## src/sv/gdr_pkg.sv

```systemverilog
package gdr_pkg;

    localparam logic [1:0] OP_LOAD   = 2'd0;
    localparam logic [1:0] OP_TOKEN  = 2'd1;
    localparam logic [1:0] OP_READ   = 2'd2;
    localparam logic [1:0] OP_UNUSED = 2'd3;

    localparam logic KIND_TOKEN = 1'b0;
    localparam logic KIND_READ  = 1'b1;

    localparam logic [1:0] CFG_LOG_GATE  = 2'd0;
    localparam logic [1:0] CFG_KEY_DIM   = 2'd1;
    localparam logic [1:0] CFG_VALUE_DIM = 2'd2;

    localparam int CFG_W = 7;
    localparam int ACC_W = 64;
    localparam logic signed [17:0] LOG2E_Q16 = 18'sd94548;

    typedef struct packed {
        logic [1:0]         op;
        logic [5:0]         row;
        logic [5:0]         col;
        logic               last;
        logic signed [31:0] sval;
        logic signed [31:0] query;
        logic signed [31:0] key;
        logic signed [31:0] value;
        logic signed [31:0] decay;
        logic signed [31:0] beta;
    } cmd_t;

    typedef enum logic [1:0] {
        F_EMPTY,
        F_EXP_MUL,
        F_EXP_INTERP,
        F_PUSH
    } f_state_t;

    typedef enum logic [3:0] {
        B_IDLE,
        B_READ_OUT,
        B_P1,
        B_P1_DRAIN,
        B_DIFF,
        B_DELTA_MUL,
        B_DELTA,
        B_P2,
        B_P2_DRAIN,
        B_EMIT
    } b_state_t;

    function automatic logic [17:0] exp2_tab(input logic [4:0] idx);
        logic [17:0] t;
        case (idx)
            5'd0:    t = 18'd65536;
            5'd1:    t = 18'd68438;
            5'd2:    t = 18'd71468;
            5'd3:    t = 18'd74632;
            5'd4:    t = 18'd77936;
            5'd5:    t = 18'd81386;
            5'd6:    t = 18'd84990;
            5'd7:    t = 18'd88752;
            5'd8:    t = 18'd92682;
            5'd9:    t = 18'd96785;
            5'd10:   t = 18'd101070;
            5'd11:   t = 18'd105545;
            5'd12:   t = 18'd110218;
            5'd13:   t = 18'd115098;
            5'd14:   t = 18'd120194;
            5'd15:   t = 18'd125515;
            5'd16:   t = 18'd131072;
            default: t = 18'd0;
        endcase
        return t;
    endfunction

    function automatic logic signed [47:0] qrnd(input logic signed [63:0] p);
        logic signed [63:0] s;
        s = (p + 64'sd32768) >>> 16;
        return s[47:0];
    endfunction

    function automatic logic signed [31:0] sat32(input logic signed [63:0] x);
        logic signed [31:0] r;
        if (x > 64'sd2147483647)
        begin
            r = 32'sh7FFFFFFF;
        end
        else if (x < -64'sd2147483648)
        begin
            r = 32'sh80000000;
        end
        else
        begin
            r = x[31:0];
        end
        return r;
    endfunction

    function automatic logic signed [31:0] exp_shift(input logic [17:0] m,
                                                     input logic signed [17:0] n);
        logic [31:0] r;
        logic [17:0] nn;
        logic [4:0]  k;
        nn = -n;
        k  = nn[4:0];
        if (n >= 18'sd15)
        begin
            r = 32'h7FFFFFFF;
        end
        else if (n >= 18'sd0)
        begin
            r = 32'(m) << n[3:0];
        end
        else if (n <= -18'sd18)
        begin
            r = 32'd0;
        end
        else
        begin
            r = (32'(m) + (32'd1 << (k - 5'd1))) >> k;
        end
        return r;
    endfunction

endpackage

```

## src/sv/gdr_front.sv

```systemverilog
module gdr_front (
    input  logic               clk,
    input  logic               rst_n,
    input  logic               log_gate_mode,
    input  logic               in_valid,
    output logic               in_stall,
    input  logic [1:0]         operation,
    input  logic [5:0]         row_index,
    input  logic [5:0]         col_index,
    input  logic signed [31:0] state_value,
    input  logic signed [31:0] query_elem,
    input  logic signed [31:0] key_elem,
    input  logic signed [31:0] value_elem,
    input  logic signed [31:0] gate_value,
    input  logic signed [31:0] beta_value,
    input  logic               token_last,
    output logic               push_valid,
    input  logic               push_ready,
    output gdr_pkg::cmd_t      push_cmd
);

    gdr_pkg::f_state_t  state_reg, state_next;
    gdr_pkg::cmd_t      item_reg;
    logic               use_exp_reg;
    logic signed [33:0] y_reg;
    logic [17:0]        m_reg;
    logic signed [17:0] n_reg;

    logic               accept;
    logic               want_exp;
    logic signed [49:0] y_prod;
    logic signed [49:0] y_rnd;
    logic [3:0]         tab_i;
    logic [17:0]        t0;
    logic [17:0]        t1;
    logic [12:0]        t_step;
    logic [24:0]        frac_prod;
    logic [24:0]        frac_rnd;

    assign accept   = in_valid && !in_stall;
    assign want_exp = (operation == gdr_pkg::OP_TOKEN) && log_gate_mode;

    assign y_prod    = item_reg.decay * gdr_pkg::LOG2E_Q16;
    assign y_rnd     = (y_prod + 50'sd32768) >>> 16;
    assign tab_i     = y_reg[15:12];
    assign t0        = gdr_pkg::exp2_tab({1'b0, tab_i});
    assign t1        = gdr_pkg::exp2_tab(5'({1'b0, tab_i}) + 5'd1);
    assign t_step    = 13'(t1 - t0);
    assign frac_prod = 25'(t_step) * 25'(y_reg[11:0]);
    assign frac_rnd  = (frac_prod + 25'd2048) >> 12;

    always_comb
    begin
        state_next = state_reg;
        case (state_reg)
            gdr_pkg::F_EMPTY:
            begin
                if (accept && operation != gdr_pkg::OP_UNUSED)
                begin
                    state_next = want_exp ? gdr_pkg::F_EXP_MUL : gdr_pkg::F_PUSH;
                end
            end
            gdr_pkg::F_EXP_MUL:    state_next = gdr_pkg::F_EXP_INTERP;
            gdr_pkg::F_EXP_INTERP: state_next = gdr_pkg::F_PUSH;
            gdr_pkg::F_PUSH:
            begin
                if (push_ready)
                begin
                    state_next = gdr_pkg::F_EMPTY;
                end
            end
            default: state_next = gdr_pkg::F_EMPTY;
        endcase
    end

    always_comb
    begin
        in_stall   = (state_reg != gdr_pkg::F_EMPTY);
        push_valid = (state_reg == gdr_pkg::F_PUSH);
        push_cmd   = item_reg;
        if (use_exp_reg)
        begin
            push_cmd.decay = gdr_pkg::exp_shift(m_reg, n_reg);
        end
    end

    always_ff @(posedge clk or negedge rst_n)
    begin
        if (!rst_n)
        begin
            state_reg <= gdr_pkg::F_EMPTY;
        end
        else
        begin
            state_reg <= state_next;
        end
    end

    always_ff @(posedge clk)
    begin
        if (accept)
        begin
            item_reg.op    <= operation;
            item_reg.row   <= row_index;
            item_reg.col   <= col_index;
            item_reg.last  <= token_last;
            item_reg.sval  <= state_value;
            item_reg.query <= query_elem;
            item_reg.key   <= key_elem;
            item_reg.value <= value_elem;
            item_reg.decay <= gate_value;
            item_reg.beta  <= beta_value;
            use_exp_reg    <= want_exp;
        end
        if (state_reg == gdr_pkg::F_EXP_MUL)
        begin
            y_reg <= y_rnd[33:0];
        end
        if (state_reg == gdr_pkg::F_EXP_INTERP)
        begin
            n_reg <= y_reg[33:16];
            m_reg <= t0 + 18'(frac_rnd);
        end
    end

endmodule

```

## config.mk

```make
export PLATFORM = sky130hd
export DESIGN_NAME = gdr_front
export DESIGN_NICKNAME = d
export VERILOG_FILES = /design/src/sv/gdr_pkg.sv /design/src/sv/gdr_front.sv
export SDC_FILE = /design/constraint.sdc
export NUM_CORES = 1
export LEC_CHECK = 0
export BUFFER_PORTS_ARGS = -buffer_cell sky130_fd_sc_hd__buf_2
export CORE_MARGIN = 8
export CORE_UTILIZATION = 50
export DETAILED_ROUTE_END_ITERATION = 12
export PLACE_DENSITY = 0.71
export SYNTH_ARGS = -nofsm -noshare
export SYNTH_HDL_FRONTEND = slang
export SYNTH_SLANG_ARGS = --single-unit
```

## constraint.sdc

```tcl
create_clock -name clk -period 13.9 [get_ports clk]
set_input_delay 1.39 -clock clk [delete_from_list [all_inputs] [get_ports clk]]
set_output_delay 1.39 -clock clk [all_outputs]
set_load 0.05 [all_outputs]
```

Yosys cells after proc, flatten, opt, wreduce, memory -nomap -nowiden:

Memory sizes are Yosys's and may differ from the RTL's. A register that Yosys moved wholly into a read port is not among the register bits.
Index checks and enable logic that the tools add are counted.
W data, S select, Z words.

* register bits: 280
* memory bits (read-only): 832
* bits of input ports: 212
* logic and storage cells: 56
* memories kept: 2

Memories
* (no name shown): depth 32, bits a word 18, read ports 1, clocked after memory_dff 0, write ports 0, line gdr_pkg.sv:54 `case (idx)`
* (no name shown): depth 16, bits a word 16, read ports 1, clocked after memory_dff 1, write ports 0, line gdr_pkg.sv:54

* add/subtract/negate cells: 8
* $mul: 2
* order comparisons: 3
* eq/ne operators: 7
* shift-type cells: 3
* mux-type cells: 9
* reduce and logical (&&, ||, !) cells: 7

Operator list (count)
* $mux W32: 4
* $add A50 B17 Y50 const B: 1
* $mul A32 B16 Y48 const B: 1
* $add A18 B32 Y32: 1
* $shl A1 B5 Y32 const A: 1
* $shl A18 B4 Y32: 1
* $shr A32 B5 Y32: 1
* $add A25 B12 Y25 const B: 1
* $mul A13 B12 Y25: 1
* $add A18 B13 Y18: 1
* $ge A18 B1 Y1 const B: 1
* $ge A18 B5 Y1 const B: 1
* $le A18 B6 Y1 const B: 1
* $sub A13 B13 Y13: 1
* $pmux W2 S4: 1
* $mux W2: 3
* $add A4 B1 Y5 const B: 1
* $neg A5 Y5: 1
* $sub A5 B1 Y5 const B: 1
* $eq A2 B1 Y1 const B: 2
* $eq A2 B2 Y1 const B: 2
* $mux W4: 1
* $ne A2 B2 Y1 const B: 2
* $logic_and A1 B1 Y1: 3
* other kinds (5): 5

Longest topological paths before layout:

* depth in word-level cells: 9
* gate-level depth with buffers: 50

Worst setup path after synthesis:

OpenSTA, ideal clock, no wires.

* path type: register to register
* start: register y_reg[15]
* end: register m_reg[14], data pin
* library setup time: 0.259 ns
* arrival: 9.190 ns
* slack: 4.451 ns
* stages on the path, launching flop included: 45
* buffers on the path: 2
* cell sequence: edfxtp_1 -> clkbuf_1 -> clkinv_1 -> xnor2_1 -> a22o_1 -> inv_1 -> ha_1 -> nor2b_1 -> o21ai_0 -> a21boi_0 -> o21a_1 -> o21a_1 -> o21ai_0 -> a21boi_0 -> o21ai_0 -> nor2b_1 -> xnor2_1 -> clkbuf_1 -> [9 not listed] -> ha_1 -> nand2_1 -> o21ai_0 -> nand2_1 -> nand2b_1 -> xor2_1 -> ha_1 -> a21o_1 -> a21oi_1 -> o21bai_1 -> a21oi_1 -> o21bai_1 -> a21oi_1 -> nor2b_1 -> o21ai_0 -> a211oi_1 -> o21ai_0 -> xnor2_1

* word-level cells in the longest chain between the ends: 6

RTL lines
* start, declared: line gdr_front.sv:25 `logic signed [33:0] y_reg;`
* start signal, assigned: line gdr_front.sv:117 `y_reg <= y_rnd[33:0];`
* $add A4 B1 Y5: line gdr_front.sv:47 `assign t1 = gdr_pkg::exp2_tab(5'({1'b0, tab_i}) + 5'd1);`
* $mem_v2 Z32 W18
* $sub A13 B13 Y13: line gdr_front.sv:48 `assign t_step = 13'(t1 - t0);`
* $mul A13 B12 Y25: line gdr_front.sv:49 `assign frac_prod = 25'(t_step) * 25'(y_reg[11:0]);`
* $add A25 B12 Y25: line gdr_front.sv:50 `assign frac_rnd = (frac_prod + 25'd2048) >> 12;`
* $add A18 B13 Y18: line gdr_front.sv:122 `m_reg <= t0 + 18'(frac_rnd);`
* end signal, assigned: line gdr_front.sv:122
* end, declared: line gdr_front.sv:26 `logic [17:0] m_reg;`

Every way passes these cells.
A chain may end at the register's enable or synchronous reset.

Final worst setup path:

* start: register y_reg[14]
* end: register m_reg[14], data pin

The elaborated chain is that of the path after synthesis.

==> qor.json <==
{
  "clock.fmax_mhz": 89.8,
  "largest_register_ff_count": 175,
  "number_of_warnings_printed_during_yosys_synthesis": 0,
  "detailedPlacementHpwl_mm": 73.0,
  "synth_mux_area_share_pct": 2.84,
  "numCtsBuffers": 36,
  "drive_above_1_share_pct": 15.7,
  "setup-violations-final": 0,
  "postRouteAntennaNets": 0,
  "required_ns": 14.20,
  "critPathCaptureType": "flop",
  "grt_remaining_overflow": 0,
  "main_combinational_cell_family_by_area_after_synthesis": "adder cells",
  "post-route-drc-count": 0,
  "worst_r2r_startpoint": "y_reg[14]$_DFFE_PN_",
  "syn-mean-instance-area_um2": 9.75,
  "critical_path_cell_count": 44,
  "mappedNetlistArea_mm2": 0.0322,
  "worst-slew-pin-transition_ns": 1.01,
  "synth_cell_count_leaders": "530 x sky130_fd_sc_hd__inv_1, 338 x sky130_fd_sc_hd__ha_1, 291 x sky130_fd_sc_hd__fa_1",
  "status": "completed",
  "placement_rows": 93,
  "hold_path_class": "reg2reg",
  "drt_pass1_iterations": 6,
  "period_share_pct": 80.1,
  "io_pins": 421,
  "worst_setup_path_start_kind": "flop",
  "grt.total_usage_pct": 23.8,
  "most_frequent_cell_after_synthesis": "sky130_fd_sc_hd__inv_1",
  "fin_setup_tns_ns": 0,
  "hold-path-cell-count": 0,
  "number_of_antenna_violations_at_the_first_check_in_global_routing": 5,
  "fillCellCount": 5728,
  "regToRegEndpoint": "m_reg[14]$_DFFE_PP_",
  "htreeDepth": 2,
  "post_synthesis_cell_count": 3306,
  "critical_path.startpoint": "y_reg[14]$_DFFE_PN_",
  "critPathTopFamily": "compound AO/OA/AOI/OAI gates",
  "timing.critical_path.mode_cell": "sky130_fd_sc_hd__a21oi_1",
  "min-delay-start": "y_reg[29]$_DFFE_PN_",
  "floorplan.die.height_um": 270,
  "cts.hold.buffers_added": 0,
  "synth_top_flop_cell": "sky130_fd_sc_hd__edfxtp_1",
  "worstSkewPairLatency_ns": 0.55,
  "synth-compound-area-share_pct": 11.2,
  "chipWidth_um": 270,
  "synthDominantAreaCellType": "sky130_fd_sc_hd__edfxtp_1",
  "syn_to_final_growth_pct": 8.20,
  "cts.clk_slew.worst_paths_ns": 0.06,
  "gp_congestion": 0.948,
  "maximum_number_of_pins_on_one_net_before_global_route_repair": 77,
  "skew_ns": 0.0277,
  "clk_path_buf_depth": 3,
  "max_cap_viol_count": 0,
  "postSynth.asyncResetShare_pct": 0.676,
  "synth.top_cells.by_area": "sky130_fd_sc_hd__edfxtp_1 26%, sky130_fd_sc_hd__fa_1 18%, sky130_fd_sc_hd__ha_1 13%",
  "worst_min_delay_path_endpoint": "n_reg[13]$_DFFE_PP_",
  "timing.slew.headroom_pct": 32.7,
  "critical_path.max_stage_delay_ns": 0.91,
  "drt_first_iter_violations": 1624,
  "fin_hold_viols": 0,
  "first_global_vias": 24200,
  "largest_fanout_on_the_critical_path": 28,
  "wl_per_cell_um": 20.4,
  "postSynthRegisterBits": 296,
  "number_of_enable_type_register_cells_in_the_synthesized_netlist": 278,
  "detail_route.vias_per_cell": 5.47,
  "worstRegToRegCells": 44,
  "synth.net_count": 4147,
  "final_net_count": 4328,
  "timing.reg2reg.setup_slack_ns": 2.76,
  "synthDominantCellAreaShare_pct": 25.9,
  "postLayoutSetupSlackWorst_ns": 2.76,
  "critPathSlowestCell": "sky130_fd_sc_hd__edfxtp_1",
  "core_area_mm2": 0.0641,
  "rsz0062_at_grt": "false",
  "synth-adder-area-share_pct": 31.2,
  "root_buffer": "sky130_fd_sc_hd__clkbuf_16",
  "io_buffer_count": 420,
  "cp.arrival_ns": 11.44,
  "seq_area_frac_synth_pct": 27.0,
  "vias": 23900,
  "grt_pass1_wl_mm": 137,
  "count_of_cell_types_in_the_netlist": 97,
  "critPathKind": "reg2reg",
  "fp.dieArea_mm2": 0.0729,
  "synth_simple_gate_area_share_pct": 12.0,
  "maxSlewViolCount": 0,
  "cts_resized": 0,
  "placement.setup.worst_slack_ns": 2.90,
  "wirelength_mm": 89.0,
  "fin_crit_ns": 11.14,
  "cts_tree": "yes",
  "critical_path.n_buffers_inverters": 2,
  "tritoncts_num_sinks": 296,
  "postCtsSetupRepairBufs": 0,
  "xor_and_xnor_fraction_of_the_mapped_netlist_area_pct": 3.94,
  "start_util_pct": 50.3
}
[worst register-to-register path, delay by kind of cell, from the launching register on]
kind                     cells  cell delay, ns
AO/OA/AOI/OAI               20            3.78
XOR/XNOR                     4            1.61
adder cells (fa/ha/maj)      8            3.24
buffers and inverters        2            0.09
flip-flops                   1            0.91
AND/OR/NAND/NOR             10            1.28
[cells by family (layout without fill, tap and decap cells)]
| logic type | Yosys count | count (layout) |
|---|---|---|
| buf+inv | 830 | 1038 |
| fa+ha+maj | 629 | 629 |
| xor+xnor | 145 | 145 |
| simple gates | 779 | 779 |
| compound gates | 548 | 548 |
| other cells | 0 | 2 |
| mux | 79 | 79 |
| flops | 296 | 296 |
[stage by stage]
| stage | utilization, % | instances | hold WS, ns | instance area (µm²) |
|---|---|---|---|---|
| 2_1_floorplan | - | 3306 | 0.400 | 32200 |
| 3_3_place_gp | 52.7 | 4304 | 0.400 | 33800 |
| 3_5_place_dp | 52.7 | 4304 | 0.405 | 33800 |
| 4_1_cts | 54.4 | 4369 | 0.412 | 34900 |
| 5_1_grt | 54.4 | 4371 | 0.423 | 34900 |
| 6_report | 54.4 | 4371 | 0.411 | 34900 |
[layout make-up]
cell class | instances | area [µm²] | area share, %
Multi-Input combinational cell | 2180 | 19700 | 56.6
Sequential cell | 296 | 8720 | 25.0
Timing Repair Buffer | 439 | 2240 | 6.43
Inverter | 534 | 2000 | 5.75
Tap cell | 855 | 1070 | 3.07
Clock buffer | 46 | 960 | 2.75
Clock inverter | 19 | 153 | 0.438
Antenna cell | 2 | 5.00 | 0.0143
[metal layers]
metal	track usage [%]	part of all wire, %	up-vias
li1	-	-	11400
met1	29.8	41	11600
met2	40.6	48	826
met3	5.27	8.0	120
met4	7.83	3.2	0
met5	0	0	-
[layout by cell type (no fill, tap or decap), types with 18 or more instances in the layout]
cell / count
sky130_fd_sc_hd__a211oi_1: 18
sky130_fd_sc_hd__a21o_1: 30
sky130_fd_sc_hd__a21oi_1: 152
sky130_fd_sc_hd__a31oi_1: 30
sky130_fd_sc_hd__and2_1: 90
sky130_fd_sc_hd__and3_1: 20
sky130_fd_sc_hd__buf_2: 420
sky130_fd_sc_hd__buf_4: 19
sky130_fd_sc_hd__clkbuf_16: 37
sky130_fd_sc_hd__edfxtp_1: 278
sky130_fd_sc_hd__fa_1: 291
sky130_fd_sc_hd__ha_1: 337
sky130_fd_sc_hd__inv_1: 530
sky130_fd_sc_hd__mux2_2: 21
sky130_fd_sc_hd__mux2i_1: 50
sky130_fd_sc_hd__nand2_1: 226
sky130_fd_sc_hd__nand2b_1: 22
sky130_fd_sc_hd__nand3_1: 55
sky130_fd_sc_hd__nand4_1: 26
sky130_fd_sc_hd__nor2_1: 176
sky130_fd_sc_hd__nor2b_1: 28
sky130_fd_sc_hd__nor3_1: 56
sky130_fd_sc_hd__o21a_1: 27
sky130_fd_sc_hd__o21ai_0: 111
sky130_fd_sc_hd__or3_1: 21
sky130_fd_sc_hd__xnor2_1: 96
sky130_fd_sc_hd__xor2_1: 47
[how the worst max path moves through the flow]
stage                                      to
after floorplan           m_reg[14]$_DFFE_PP_
after global placement    m_reg[14]$_DFFE_PP_
after detailed placement  m_reg[14]$_DFFE_PP_
after CTS                 m_reg[14]$_DFFE_PP_
after global routing      m_reg[14]$_DFFE_PP_
final                     m_reg[14]$_DFFE_PP_
Power is not shown: default switching activity piles up to over one toggle a cycle in this logic, so the estimate is an artifact.
