File: config.mk
export PLATFORM = sky130hd
export DESIGN_NAME = gdr_queue
export DESIGN_NICKNAME = d
export VERILOG_FILES = /design/src/sv/gdr_pkg.sv /design/src/sv/gdr_queue.sv
export SDC_FILE = /design/constraint.sdc
export NUM_CORES = 1
export LEC_CHECK = 0
export BUFFER_PORTS_ARGS = -buffer_cell sky130_fd_sc_hd__buf_2
export CORE_MARGIN = 8
export CORE_UTILIZATION = 50
export DETAILED_ROUTE_END_ITERATION = 6
export GPL_TIMING_DRIVEN = 0
export PLACE_DENSITY_LB_ADDON = 0.2
export SYNTH_ARGS = -nofsm -noshare
export SYNTH_HDL_FRONTEND = slang
export SYNTH_SLANG_ARGS = --single-unit
File: constraint.sdc
create_clock -name clk -period 24.5 [get_ports clk]
set_input_delay 1.225 -clock clk [delete_from_list [all_inputs] [get_ports clk]]
set_output_delay 1.225 -clock clk [all_outputs]
set_load 0.1 [all_outputs]
File: src/sv/gdr_pkg.sv
package gdr_pkg;

    localparam logic [1:0] OP_LOAD   = 2'd0;
    localparam logic [1:0] OP_TOKEN  = 2'd1;
    localparam logic [1:0] OP_READ   = 2'd2;
    localparam logic [1:0] OP_UNUSED = 2'd3;

    localparam logic KIND_TOKEN = 1'b0;
    localparam logic KIND_READ  = 1'b1;

    localparam logic [1:0] CFG_LOG_GATE  = 2'd0;
    localparam logic [1:0] CFG_KEY_DIM   = 2'd1;
    localparam logic [1:0] CFG_VALUE_DIM = 2'd2;

    localparam int CFG_W = 7;
    localparam int ACC_W = 64;
    localparam logic signed [17:0] LOG2E_Q16 = 18'sd94548;

    typedef struct packed {
        logic [1:0]         op;
        logic [5:0]         row;
        logic [5:0]         col;
        logic               last;
        logic signed [31:0] sval;
        logic signed [31:0] query;
        logic signed [31:0] key;
        logic signed [31:0] value;
        logic signed [31:0] decay;
        logic signed [31:0] beta;
    } cmd_t;

    typedef enum logic [1:0] {
        F_EMPTY,
        F_EXP_MUL,
        F_EXP_INTERP,
        F_PUSH
    } f_state_t;

    typedef enum logic [3:0] {
        B_IDLE,
        B_READ_OUT,
        B_P1,
        B_P1_DRAIN,
        B_DIFF,
        B_DELTA_MUL,
        B_DELTA,
        B_P2,
        B_P2_DRAIN,
        B_EMIT
    } b_state_t;

    function automatic logic [17:0] exp2_tab(input logic [4:0] idx);
        logic [17:0] t;
        case (idx)
            5'd0:    t = 18'd65536;
            5'd1:    t = 18'd68438;
            5'd2:    t = 18'd71468;
            5'd3:    t = 18'd74632;
            5'd4:    t = 18'd77936;
            5'd5:    t = 18'd81386;
            5'd6:    t = 18'd84990;
            5'd7:    t = 18'd88752;
            5'd8:    t = 18'd92682;
            5'd9:    t = 18'd96785;
            5'd10:   t = 18'd101070;
            5'd11:   t = 18'd105545;
            5'd12:   t = 18'd110218;
            5'd13:   t = 18'd115098;
            5'd14:   t = 18'd120194;
            5'd15:   t = 18'd125515;
            5'd16:   t = 18'd131072;
            default: t = 18'd0;
        endcase
        return t;
    endfunction

    function automatic logic signed [47:0] qrnd(input logic signed [63:0] p);
        logic signed [63:0] s;
        s = (p + 64'sd32768) >>> 16;
        return s[47:0];
    endfunction

    function automatic logic signed [31:0] sat32(input logic signed [63:0] x);
        logic signed [31:0] r;
        if (x > 64'sd2147483647)
        begin
            r = 32'sh7FFFFFFF;
        end
        else if (x < -64'sd2147483648)
        begin
            r = 32'sh80000000;
        end
        else
        begin
            r = x[31:0];
        end
        return r;
    endfunction

    function automatic logic signed [31:0] exp_shift(input logic [17:0] m,
                                                     input logic signed [17:0] n);
        logic [31:0] r;
        logic [17:0] nn;
        logic [4:0]  k;
        nn = -n;
        k  = nn[4:0];
        if (n >= 18'sd15)
        begin
            r = 32'h7FFFFFFF;
        end
        else if (n >= 18'sd0)
        begin
            r = 32'(m) << n[3:0];
        end
        else if (n <= -18'sd18)
        begin
            r = 32'd0;
        end
        else
        begin
            r = (32'(m) + (32'd1 << (k - 5'd1))) >> k;
        end
        return r;
    endfunction

endpackage

File: src/sv/gdr_queue.sv
module gdr_queue (
    input  logic          clk,
    input  logic          rst_n,
    input  logic          push_valid,
    output logic          push_ready,
    input  gdr_pkg::cmd_t push_cmd,
    output logic          head_valid,
    output gdr_pkg::cmd_t head_cmd,
    input  logic          pop
);

    gdr_pkg::cmd_t entry_reg [2];
    logic          wptr_reg;
    logic          rptr_reg;
    logic [1:0]    count_reg;
    logic          do_push;
    logic          do_pop;

    assign push_ready = (count_reg != 2'd2);
    assign head_valid = (count_reg != 2'd0);
    assign head_cmd   = entry_reg[rptr_reg];
    assign do_push    = push_valid && push_ready;
    assign do_pop     = pop && head_valid;

    always_ff @(posedge clk or negedge rst_n)
    begin
        if (!rst_n)
        begin
            wptr_reg  <= 1'b0;
            rptr_reg  <= 1'b0;
            count_reg <= 2'd0;
        end
        else
        begin
            if (do_push)
            begin
                wptr_reg <= !wptr_reg;
            end
            if (do_pop)
            begin
                rptr_reg <= !rptr_reg;
            end
            if (do_push && !do_pop)
            begin
                count_reg <= count_reg + 2'd1;
            end
            else if (do_pop && !do_push)
            begin
                count_reg <= count_reg - 2'd1;
            end
        end
    end

    always_ff @(posedge clk)
    begin
        if (do_push)
        begin
            entry_reg[wptr_reg] <= push_cmd;
        end
    end

endmodule

# Word level (Yosys, flattened, before mapping)
# Memory sizes are Yosys's and may differ from the RTL's.
# Index checks and enable logic that the tools add are counted.
# totals
reg_bits,4
mem_bits_rw,414
in_bits,211
output_inout_bits,209
elab_cells,21
mem_count,1
# classes
addsub,2
eq_ne,1
n_mux,4
reduce_logical,10
# memory_table
memory,depth,width,read_ports,rd_ports_with_merged_regs,wr,line_no,source
entry_reg,2,207,1,0,1,gdr_queue.sv:12,gdr_pkg::cmd_t entry_reg [2];
# ops
op,count
logical AND 1 bit,4
zero test 1 bit,4
two-way mux 2 bit,2
nonzero test 2 bit,2
"adder 2 x 1 -> 2 bit, second input constant",1
two-way mux 1 bit,2
"!= test 2 bit, second input constant",1
"subtractor 2 x 1 -> 2 bit, second input constant",1

# Longest topological paths before layout
# Gate-level depths: netlist (run 1).
# logic_depth
depth_word,6
ltp_mapped,7

# Least setup slack after synthesis (run 1)
# OpenSTA, ideal clock, no wires.
# synth_path
kind,register to register
start,register count_reg[0]
end,memory entry_reg[0][0] (netlist name) (enable)
setup_time_ps,779
arrival_ps,10081
path_slack_ps,13640
path_stages_with_launch,4
period_less_slack_ps,10860
cell_sequence,dfrtp_1 nand2b_1 nand2_1 nor2_1
# synth_via
elab_chain_cells,4
# synth_rtl
item,line_no,source
"start, declared",gdr_queue.sv:15,logic [1:0] count_reg;
"start signal, assigned",gdr_queue.sv:45,count_reg <= count_reg + 2'd1;
"start signal, assigned",gdr_queue.sv:49,count_reg <= count_reg - 2'd1;
!= test 2 bit,gdr_queue.sv:19,assign push_ready = (count_reg != 2'd2);
via push_ready,gdr_queue.sv:5,"output logic push_ready,"
logical AND 1 bit,gdr_queue.sv:22,assign do_push = push_valid && push_ready;
two-way mux 1 bit,gdr_queue.sv:56,if (do_push)
two-way mux 1 bit (implied by the code),gdr_queue.sv:58,entry_reg[wptr_reg] <= push_cmd;
"end, declared",gdr_queue.sv:12,
# The timed path passes the listed nets, and every way through them passes these cells.

==> impl_metrics.yaml, run 1 <==
placed_design:
  dp_cells: 1488
  place_hpwl_mm: 25.0
  place_ws_ns: 21.46
  gp_congestion: 0.708
  io_buffers: 419
clocking:
  cts_setup_buffers: 0
  cts.sinks: 418
  cts_root_buf: "clkbuf_16"
  cts_buffer_depth: 3
  clk_transition_reported_paths_ns: 0.05
  cts_max_level: 2
  cts.repair.resized: 0
  cts_hold_buffers: 0
  clk_latency_ns: 0.52
  cts_made_buffers: 42
  tritoncts: "yes"
timing:
  slew_headroom_pct: 59.1
  fin_crit_ns: 3.31
  grt_setup_unrepaired: "false"
  max_freq_mhz: 302
  post-route-period-util_pct: 13.5
  fin_ws_ns: 21.19
  fin_setup_tns_ns: 0
  finalSetupViolCount: 0
  drv_slew: 0
  worstMarginPinSlew_ns: 0.613
  skew_ns: 0.00572
  hold_viol_final: 0
grt:
  antenna_found_initial: 16
  grt_usage_pct: 17.7
  grt-ovfl-total: 0
  grt_pass1_vias: 8362
  grt_max_degree: 63
  grt_pass1_wl_mm: 49.1
yosys:
  ys_seq_elements: 418
  netlist_area_um2: 15500
  syn_avg_cell_area_um2: 23.5
  ys_async_sr_fraction_pct: 0.957
  yosys_warnings: 0
  yosysUniqueCellTypes: 15
  yosysSeqAreaShare_pct: 80.6
  synthCells: 662
  synth_edf_count: 414
  synth_nets: 874
  synth_top_flop_cell: "edfxtp_1"
worst_setup_path:
  cp_max_fo: 10
  start_kind: "flip-flop"
  end_kind: "output port"
  crit_type: "reg -> out"
  worstPathArrival_ns: 2.09
  startpoint: "rptr_reg"
  critPathRequiredTime_ns: 23.27
  r2r-start: "count_reg[0]"
layout:
  layout-drive-gt1-share_pct: 61.7
  largest_register_ffs: 414
  stdcell_count: 1570
  nNetsFinal: 1348
  area_delta_synth_final_pct: 26.6
  fillers: 2200
outcome:
  status: "finished clean"
floorplanning:
  die_area_um2: 37000
  die_h_um: 192
  die_w_um: 192
  ios: 420
  rows: 64
  start_util_pct: 50.8
  fp.coreArea_um2: 30600
detailed_routing:
  drcViolationCount: 0
  first_pass_iters: 4
  wirelength_mm: 34.2
  antenna_left: 0
  wl_per_cell_um: 21.8
  vias_per_cell: 5.02
  drtIter0Drc: 345
  via_count: 7876
run:
  cap_violations: 0
worst_hold_path:
  worstHoldPathType: "in -> async"
-- final timing paths --
check,end,depth (start not counted),slack (ns)
min in group clk,count_reg[1],1,0.50
max reg2reg,entry_reg[1][102],4,22.21
min reg2reg,count_reg[1],1,0.50
max,head_cmd[100],5,21.19
max in group asynchronous,wptr_reg,1,23.88
min,count_reg[0],1,0.50
-- worst max-delay path: stages (launching register included) --
cell and delay [ns]:
dfrtp_1 0.33, buf_6 0.17, buf_6 0.21, buf_6 0.21
mux2_4 0.17, buf_2 0.45
-- cell type report --
cell class              count  area, um^2  share of cell area [%]
multi-input cells         220        2810                    14.3
plain buffers              23         209                    1.06
repair buffers            430        2350                    11.9
well taps                 396         495                    2.52
diodes                      8        20.0                   0.102
flip-flops and latches    418       12500                    63.7
clock buffers              56        1170                    5.93
clock inverters            18        87.6                   0.445
inverters                   1        3.75                  0.0191
-- cells by family (layout without fill, tap and decap cells) --
family / Yosys count / after routing / synth area share [%]
multiplexers: 207 / 207 / 17.4
AND/OR/NAND/NOR: 7 / 7 / 0.217
other: 0 / 8 / 0
adder cells (fa/ha/maj): 1 / 1 / 0.0805
flip-flops: 418 / 418 / 80.6
buffers and inverters: 24 / 528 / 1.37
XOR/XNOR: 5 / 5 / 0.282
-- layer usage --
metal / global-route usage, % / part of all wire (%)
met3: 8.02 / 11
met1: 19.2 / 36
met4: 5.88 / 2.3
met5: 0 / 0.30
met2: 30.3 / 50
-- layout by cell type (no fill, tap or decap), drive strengths merged --
cell type  Yosys  routed
edfxtp       414     414
buf           23     453
xnor2          3       3
diode          0       8
ha             1       1
or2            1       1
inv            1       1
clkinvlp       0       2
dfrtp          4       4
and3           1       1
clkinv         0      16
clkbuf         0      56
nor2           2       2
nand2b         1       1
mux2         207     207
xor2           2       2
nand2          2       2
-- cell usage after synthesis (2+ instances only) --
cell type,number,area (um^2)
dfrtp_1,4,100
buf_6,15,169
mux2_4,101,1520
nand2_1,2,7.51
edfxtp_1,414,12400
xor2_1,2,17.5
mux2_2,106,1190
buf_2,8,40.0
xnor2_1,3,26.3
nor2_1,2,7.51
-- through the flow --
step,hold WS [ns],instance area (um^2),utilization [%]
floorplan,0.456,15500,-
global placement,0.476,18100,59.3
detailed placement,0.481,18400,60.2
CTS,0.482,19700,64.3
global route,0.481,19700,64.3
finish,0.500,19700,64.3
Power of run 1 is not shown: default switching activity piles up to over one toggle a cycle in this logic, so the estimate is an artifact.
==> inputs of run 2 (changes only) <==
==> constraint.sdc (replaced) <==
create_clock -name clk -period 3.3 [get_ports clk]
set_input_delay 0.165 -clock clk [delete_from_list [all_inputs] [get_ports clk]]
set_output_delay 0.165 -clock clk [all_outputs]
set_load 0.1 [all_outputs]
==> run 2 against run 1 <==
  * First-iteration DRC count rose by 4.3%
  * Via count rose by 12%
  * Critical path depth fell by 1
  * Register-to-register slack got worse by 21 ns
  * Sequential cell count did not move
  * Global-route usage rose by 2.0 points
  * Final area rose by 11%
==> impl_metrics.yaml, run 2 (synthesis gave the netlist of run 1 again) <==
placed_design:
  gp_congestion: 0.715
  place_hpwl_mm: 25.2
  io_buffers: 419
  dp_cells: 1488
timing:
  drv_slew: 0
  hold_viol_final: 0
  fin_crit_ns: 2.36
  skew_ns: 0.0160
  slew_headroom_pct: 53.5
  finalSetupViolCount: 0
  grt_setup_unrepaired: "false"
  post-route-period-util_pct: 71.5
  worstMarginPinSlew_ns: 0.697
  max_freq_mhz: 424
clocking:
  clk_transition_reported_paths_ns: 0.06
  clk_latency_ns: 0.53
  cts_max_level: 2
  cts_buffer_depth: 3
  cts.repair.resized: 0
  cts_root_buf: "clkbuf_16"
  cts_made_buffers: 43
  tritoncts: "yes"
  cts.sinks: 418
detailed_routing:
  drtIter0Drc: 360
  vias_per_cell: 4.94
  drcViolationCount: 0
  via_count: 8795
  antenna_left: 0
  first_pass_iters: 6
  wl_per_cell_um: 21.2
  wirelength_mm: 37.7
layout:
  layout-drive-gt1-share_pct: 52.1
  final_cell_mix: "buf_2, edfxtp_1, dlygate4sd3_1"
  nNetsFinal: 1560
  stdcell_count: 1779
  layout_commonest_cell: "buf_2"
  fin_util_pct: 71.5
  largest_register_ffs: 414
  area_delta_synth_final_pct: 40.8
worst_hold_path:
  hold_depth: 2
  min_to: "entry_reg[0][184]"
  min-delay-start: "push_cmd[184]"
  worstHoldPathType: "in -> reg"
worst_setup_path:
  ff2ff_path_depth: 4
  crit_chain: "nand2b_4 -> and3_4 -> buf_16 -> buf_16"
  critPathRequiredTime_ns: 3.48
  path_common_cell: "buf_16"
  worstPathArrival_ns: 2.54
  crit_type: "reg -> reg"
  crit_family: "simple AND/OR/NAND/NOR gates"
  end_kind: "flip-flop"
  r2r-end: "entry_reg[1][99]"
  start_kind: "flip-flop"
  cp.buffers_inverters: 2
  critPathSlowestCell: "and3_4"
  r2r_setup_slack_ns: 0.94
  critPathMaxStageDelay_ns: 0.64
  cp_max_fo: 63
  r2r-start: "count_reg[0]"
floorplanning:
  ios: 420
  die_area_um2: 37000
  start_util_pct: 50.8
  fp.coreArea_um2: 30600
  die_w_um: 192
  die_h_um: 192
  rows: 64
grt:
  antenna_found_initial: 5
  grt_max_degree: 64
  grt_usage_pct: 19.7
  grt_pass1_vias: 9687
  grt_pass1_wl_mm: 55.4
  grt-ovfl-total: 0
run:
  cap_violations: 0
outcome:
  status: "finished clean"
==> run 2: cell count changes in the layout (fill, tap and decap cells not counted), sizes merged <==
cell         delta
bufinv          +3
clkinv          -2
inv             +1
clkbuf          +1
dlygate4sd3   +211
diode           -4
clkinvlp        -1
==> run 2: cell type report <==
| class | instances | area [um^2] |
|---|---|---|
| timing repair buffer | 641 | 4470 |
| multi-input combinational | 220 | 2830 |
| antenna | 4 | 10.0 |
| tap | 396 | 495 |
| clock buffer | 57 | 1170 |
| buffer | 23 | 209 |
| sequential | 418 | 12500 |
| inverter | 1 | 3.75 |
| clock inverter | 19 | 163 |
| fill | 1891 | 8700 |
==> run 2: worst max path at each step <==
| stage | cells past startpoint | startpoint | end |
|---|---|---|---|
| 4_1_cts | 4 | count_reg[0] | entry_reg[1][132] |
| 3_5_place_dp | 4 | count_reg[0] | entry_reg[1][130] |
| 2_1_floorplan | 3 | count_reg[0] | entry_reg[0][0] |
| 3_3_place_gp | 3 | count_reg[0] | entry_reg[0][130] |
| 5_1_grt | 4 | count_reg[0] | entry_reg[1][123] |
| 6_report | 4 | count_reg[0] | entry_reg[1][99] |
==> run 2: what timing repair did <==
| action | CTS | global route |
|---|---|---|
| endpoints found under the hold margin | 420 | 0 |
| hold buffers | 211 | 0 |
| buffers inserted | 0 | 0 |
==> run 2: stage by stage <==
stage                     hold slack, ns  instance area [um^2]  setup WS [ns]  TNS (ns)
final                              0.364                 21900          0.939         0
after global routing               0.350                 21900          0.851         0
after CTS                          0.336                 21900          0.958         0
after detailed placement         -0.0211                 18400          0.972         0
after global placement           -0.0221                 18200          -2.60   -884.33
after floorplan                   -0.131                 15600          -1.04   -316.81
==> run 2: per-layer routing <==
| metal | global-route usage (%) | vias to the layer above | part of all wire, % |
|---|---|---|---|
| met2 | 34.7 | 382 | 51 |
| met1 | 21.8 | 4318 | 36 |
| met5 | 0 | - | 0.027 |
| met4 | 6.49 | 2 | 2.5 |
| met3 | 7.25 | 65 | 10 |
| li1 | - | 4028 | - |
==> run 2: worst reg2reg max path: stages (launching register included) <==
cell and delay, ns:
dfrtp_1 0.42, nand2b_4 0.18, and3_4 0.64, buf_16 0.38, buf_16 0.34
Power of run 2 is left out for the same reason.
==> inputs of run 3 (changes only) <==
--- a/config.mk
+++ b/config.mk
@@ -5,6 +5,7 @@
 export SDC_FILE = /design/constraint.sdc
 export NUM_CORES = 1
 export LEC_CHECK = 0
+export ABC_AREA = 1
 export BUFFER_PORTS_ARGS = -buffer_cell sky130_fd_sc_hd__buf_2
 export CORE_MARGIN = 8
 export CORE_UTILIZATION = 50
==> constraint.sdc (replaced) <==
create_clock -name clk -period 2.28 [get_ports clk]
set_input_delay 0.114 -clock clk [delete_from_list [all_inputs] [get_ports clk]]
set_output_delay 0.114 -clock clk [all_outputs]
set_load 0.1 [all_outputs]
==> run 3 against run 2 <==
  * Synthesized cell count rose by 68%
  * Register-to-register slack got worse by 0.81 ns
  * Synthesized area fell by 2.0%
  * Cell count rose by 25%
  * Die area fell by 1.9%
  * Setup slack got worse by 0.85 ns
  * Sequential cell count did not move
  * Hold slack got worse by 0.051 ns
  * Critical path depth rose by 1
  * Core utilization rose by 1.8 points
  * Global-route usage rose by 2.9 points
  * Wire length rose by 12%
  * Critical endpoint is now head_cmd[206]
==> impl_metrics.yaml, run 3 <==
outcome:
  status: "finished clean"
timing:
  skew_ns: 0.0143
  slew_headroom_pct: 60.9
  finalSetupViolCount: 0
  worstMarginPinSlew_ns: 0.585
  fin_crit_ns: 2.19
  post-route-period-util_pct: 95.9
  max_freq_mhz: 457
  fin_ws_ns: 0.0930
  drv_slew: 0
  hold_viol_final: 0
yosys:
  netlist_top_cells_count: "nand2_1, edfxtp_1, buf_2"
  yosysTopAreaCell: "edfxtp_1"
  syn_avg_cell_area_um2: 13.7
  ys_async_sr_fraction_pct: 0.957
  yosysSeqAreaShare_pct: 82.3
  synth_most_common_cell: "nand2_1"
  yosys.area.top_type_share_pct: 81.6
  synth_top_flop_cell: "edfxtp_1"
  synth_edf_count: 414
  synthCells: 1109
  yosys_warnings: 0
  synth_nets: 1321
  ys_seq_elements: 418
  netlist_area_um2: 15200
  yosysUniqueCellTypes: 14
  synthTopCellsByArea: "edfxtp_1, nand2_1, buf_2, buf_4, dfrtp_1"
clocking:
  cts_made_buffers: 42
  tritoncts: "yes"
  clk_latency_ns: 0.53
  cts_root_buf: "clkbuf_16"
  cts_setup_buffers: 0
  clk_transition_reported_paths_ns: 0.06
  cts_max_level: 2
  cts.sinks: 418
  cts_buffer_depth: 3
detailed_routing:
  drtIter0Drc: 659
  wirelength_mm: 42.1
  vias_per_cell: 4.90
  first_pass_iters: 5
  antenna_left: 0
  wl_per_cell_um: 18.9
  via_count: 10900
  drcViolationCount: 0
run:
  cap_violations: 0
worst_setup_path:
  ff2ff_path_depth: 7
  r2r-end: "entry_reg[1][147]"
  r2r-start: "count_reg[0]"
  end_kind: "output port"
  worstPathArrival_ns: 2.07
  start_kind: "flip-flop"
  crit_type: "reg -> out"
  critPathRequiredTime_ns: 2.17
  r2r_setup_slack_ns: 0.13
  cp_max_fo: 10
layout:
  largest_register_ffs: 414
  final_cell_mix: "nand2_1, edfxtp_1, buf_2"
  area_delta_synth_final_pct: 45.7
  fin_util_pct: 73.3
  stdcell_count: 2227
  layout_commonest_cell: "nand2_1"
  layout-drive-gt1-share_pct: 29.3
  nNetsFinal: 2010
worst_hold_path:
  min_to: "entry_reg[1][155]"
  min-delay-start: "push_cmd[155]"
  hold_depth: 2
  worstHoldPathType: "in -> reg"
grt:
  grt-ovfl-total: 0
  grt_usage_pct: 22.6
  grt_max_degree: 32
  grt_pass1_vias: 11600
  antenna_found_initial: 4
  grt_pass1_wl_mm: 63.8
placed_design:
  dp_cells: 1939
  place_ws_ns: 0.0907
  gp_congestion: 0.784
  place_hpwl_mm: 27.1
  io_buffers: 419
floorplanning:
  fp.coreArea_um2: 30300
  rows: 64
  die_h_um: 191
  start_util_pct: 50.3
  die_area_um2: 36300
  ios: 420
  die_w_um: 191
[run 3: worst max path at each step]
stage	to	startpoint	slack, ns	cells past startpoint
after floorplan	entry_reg[0][0]	count_reg[0]	-1.94	4
after global placement	entry_reg[0][149]	count_reg[0]	-3.59	4
after detailed placement	entry_reg[1][154]	count_reg[0]	0.09	7
after CTS	head_cmd[57]	rptr_reg	-0.002	5
after global routing	head_cmd[23]	rptr_reg	-0.01	5
final	head_cmd[206]	rptr_reg	0.09	5
[run 3: cell families after synthesis]
| logic type | after synthesis | synth area share (%) |
|---|---|---|
| AND/OR/NAND/NOR | 636 | 15.7 |
| adder cells (fa/ha/maj) | 1 | 0.0821 |
| XOR/XNOR | 2 | 0.115 |
| flip-flops | 418 | 82.3 |
| buffers and inverters | 52 | 1.82 |
[run 3: layout make-up]
class / instances / area (um^2)
well taps: 396 / 495
repair buffers: 645 / 5130
clock inverters: 16 / 123
inverters: 7 / 28.8
fillers: 1872 / 8080
multi-input cells: 639 / 2470
flip-flops and latches: 418 / 12500
diodes: 4 / 10.0
clock buffers: 57 / 1130
plain buffers: 45 / 277
[run 3: critical path: stages (launching register included)]
cell and delay (ns):
dfrtp_1 0.38, clkbuf_4 0.25, buf_4 0.21, nand2_1 0.09, nand2_1 0.15, buf_2 0.47
[run 3: repair_timing]
action | CTS | global route
hold endpoints to repair | 420 | 0
resized for setup | 145 | 78
endpoints found under the setup margin | 158 | 149
pin swaps | 0 | 0
hold buffers | 211 | 0
[run 3: metrics by stage]
step / hold slack (ns) / setup TNS (ns) / instance area (um^2)
after floorplan: -0.182 / -798.42 / 15300
after global placement: -0.0738 / -1479.79 / 17900
after detailed placement: -0.0748 / 0 / 18200
after CTS: 0.293 / -0.00163 / 21900
after global routing: 0.299 / -0.0232 / 22200
final: 0.313 / 0 / 22200
[run 3: per-layer routing]
metal | vias up | track usage [%] | share of wire [%]
li1 | 5142 | - | -
met1 | 5186 | 25.7 | 36
met2 | 505 | 39.9 | 51
met3 | 77 | 7.26 | 10
met4 | 0 | 7.04 | 2.9
met5 | - | 0 | 0
Power of run 3 is left out for the same reason.
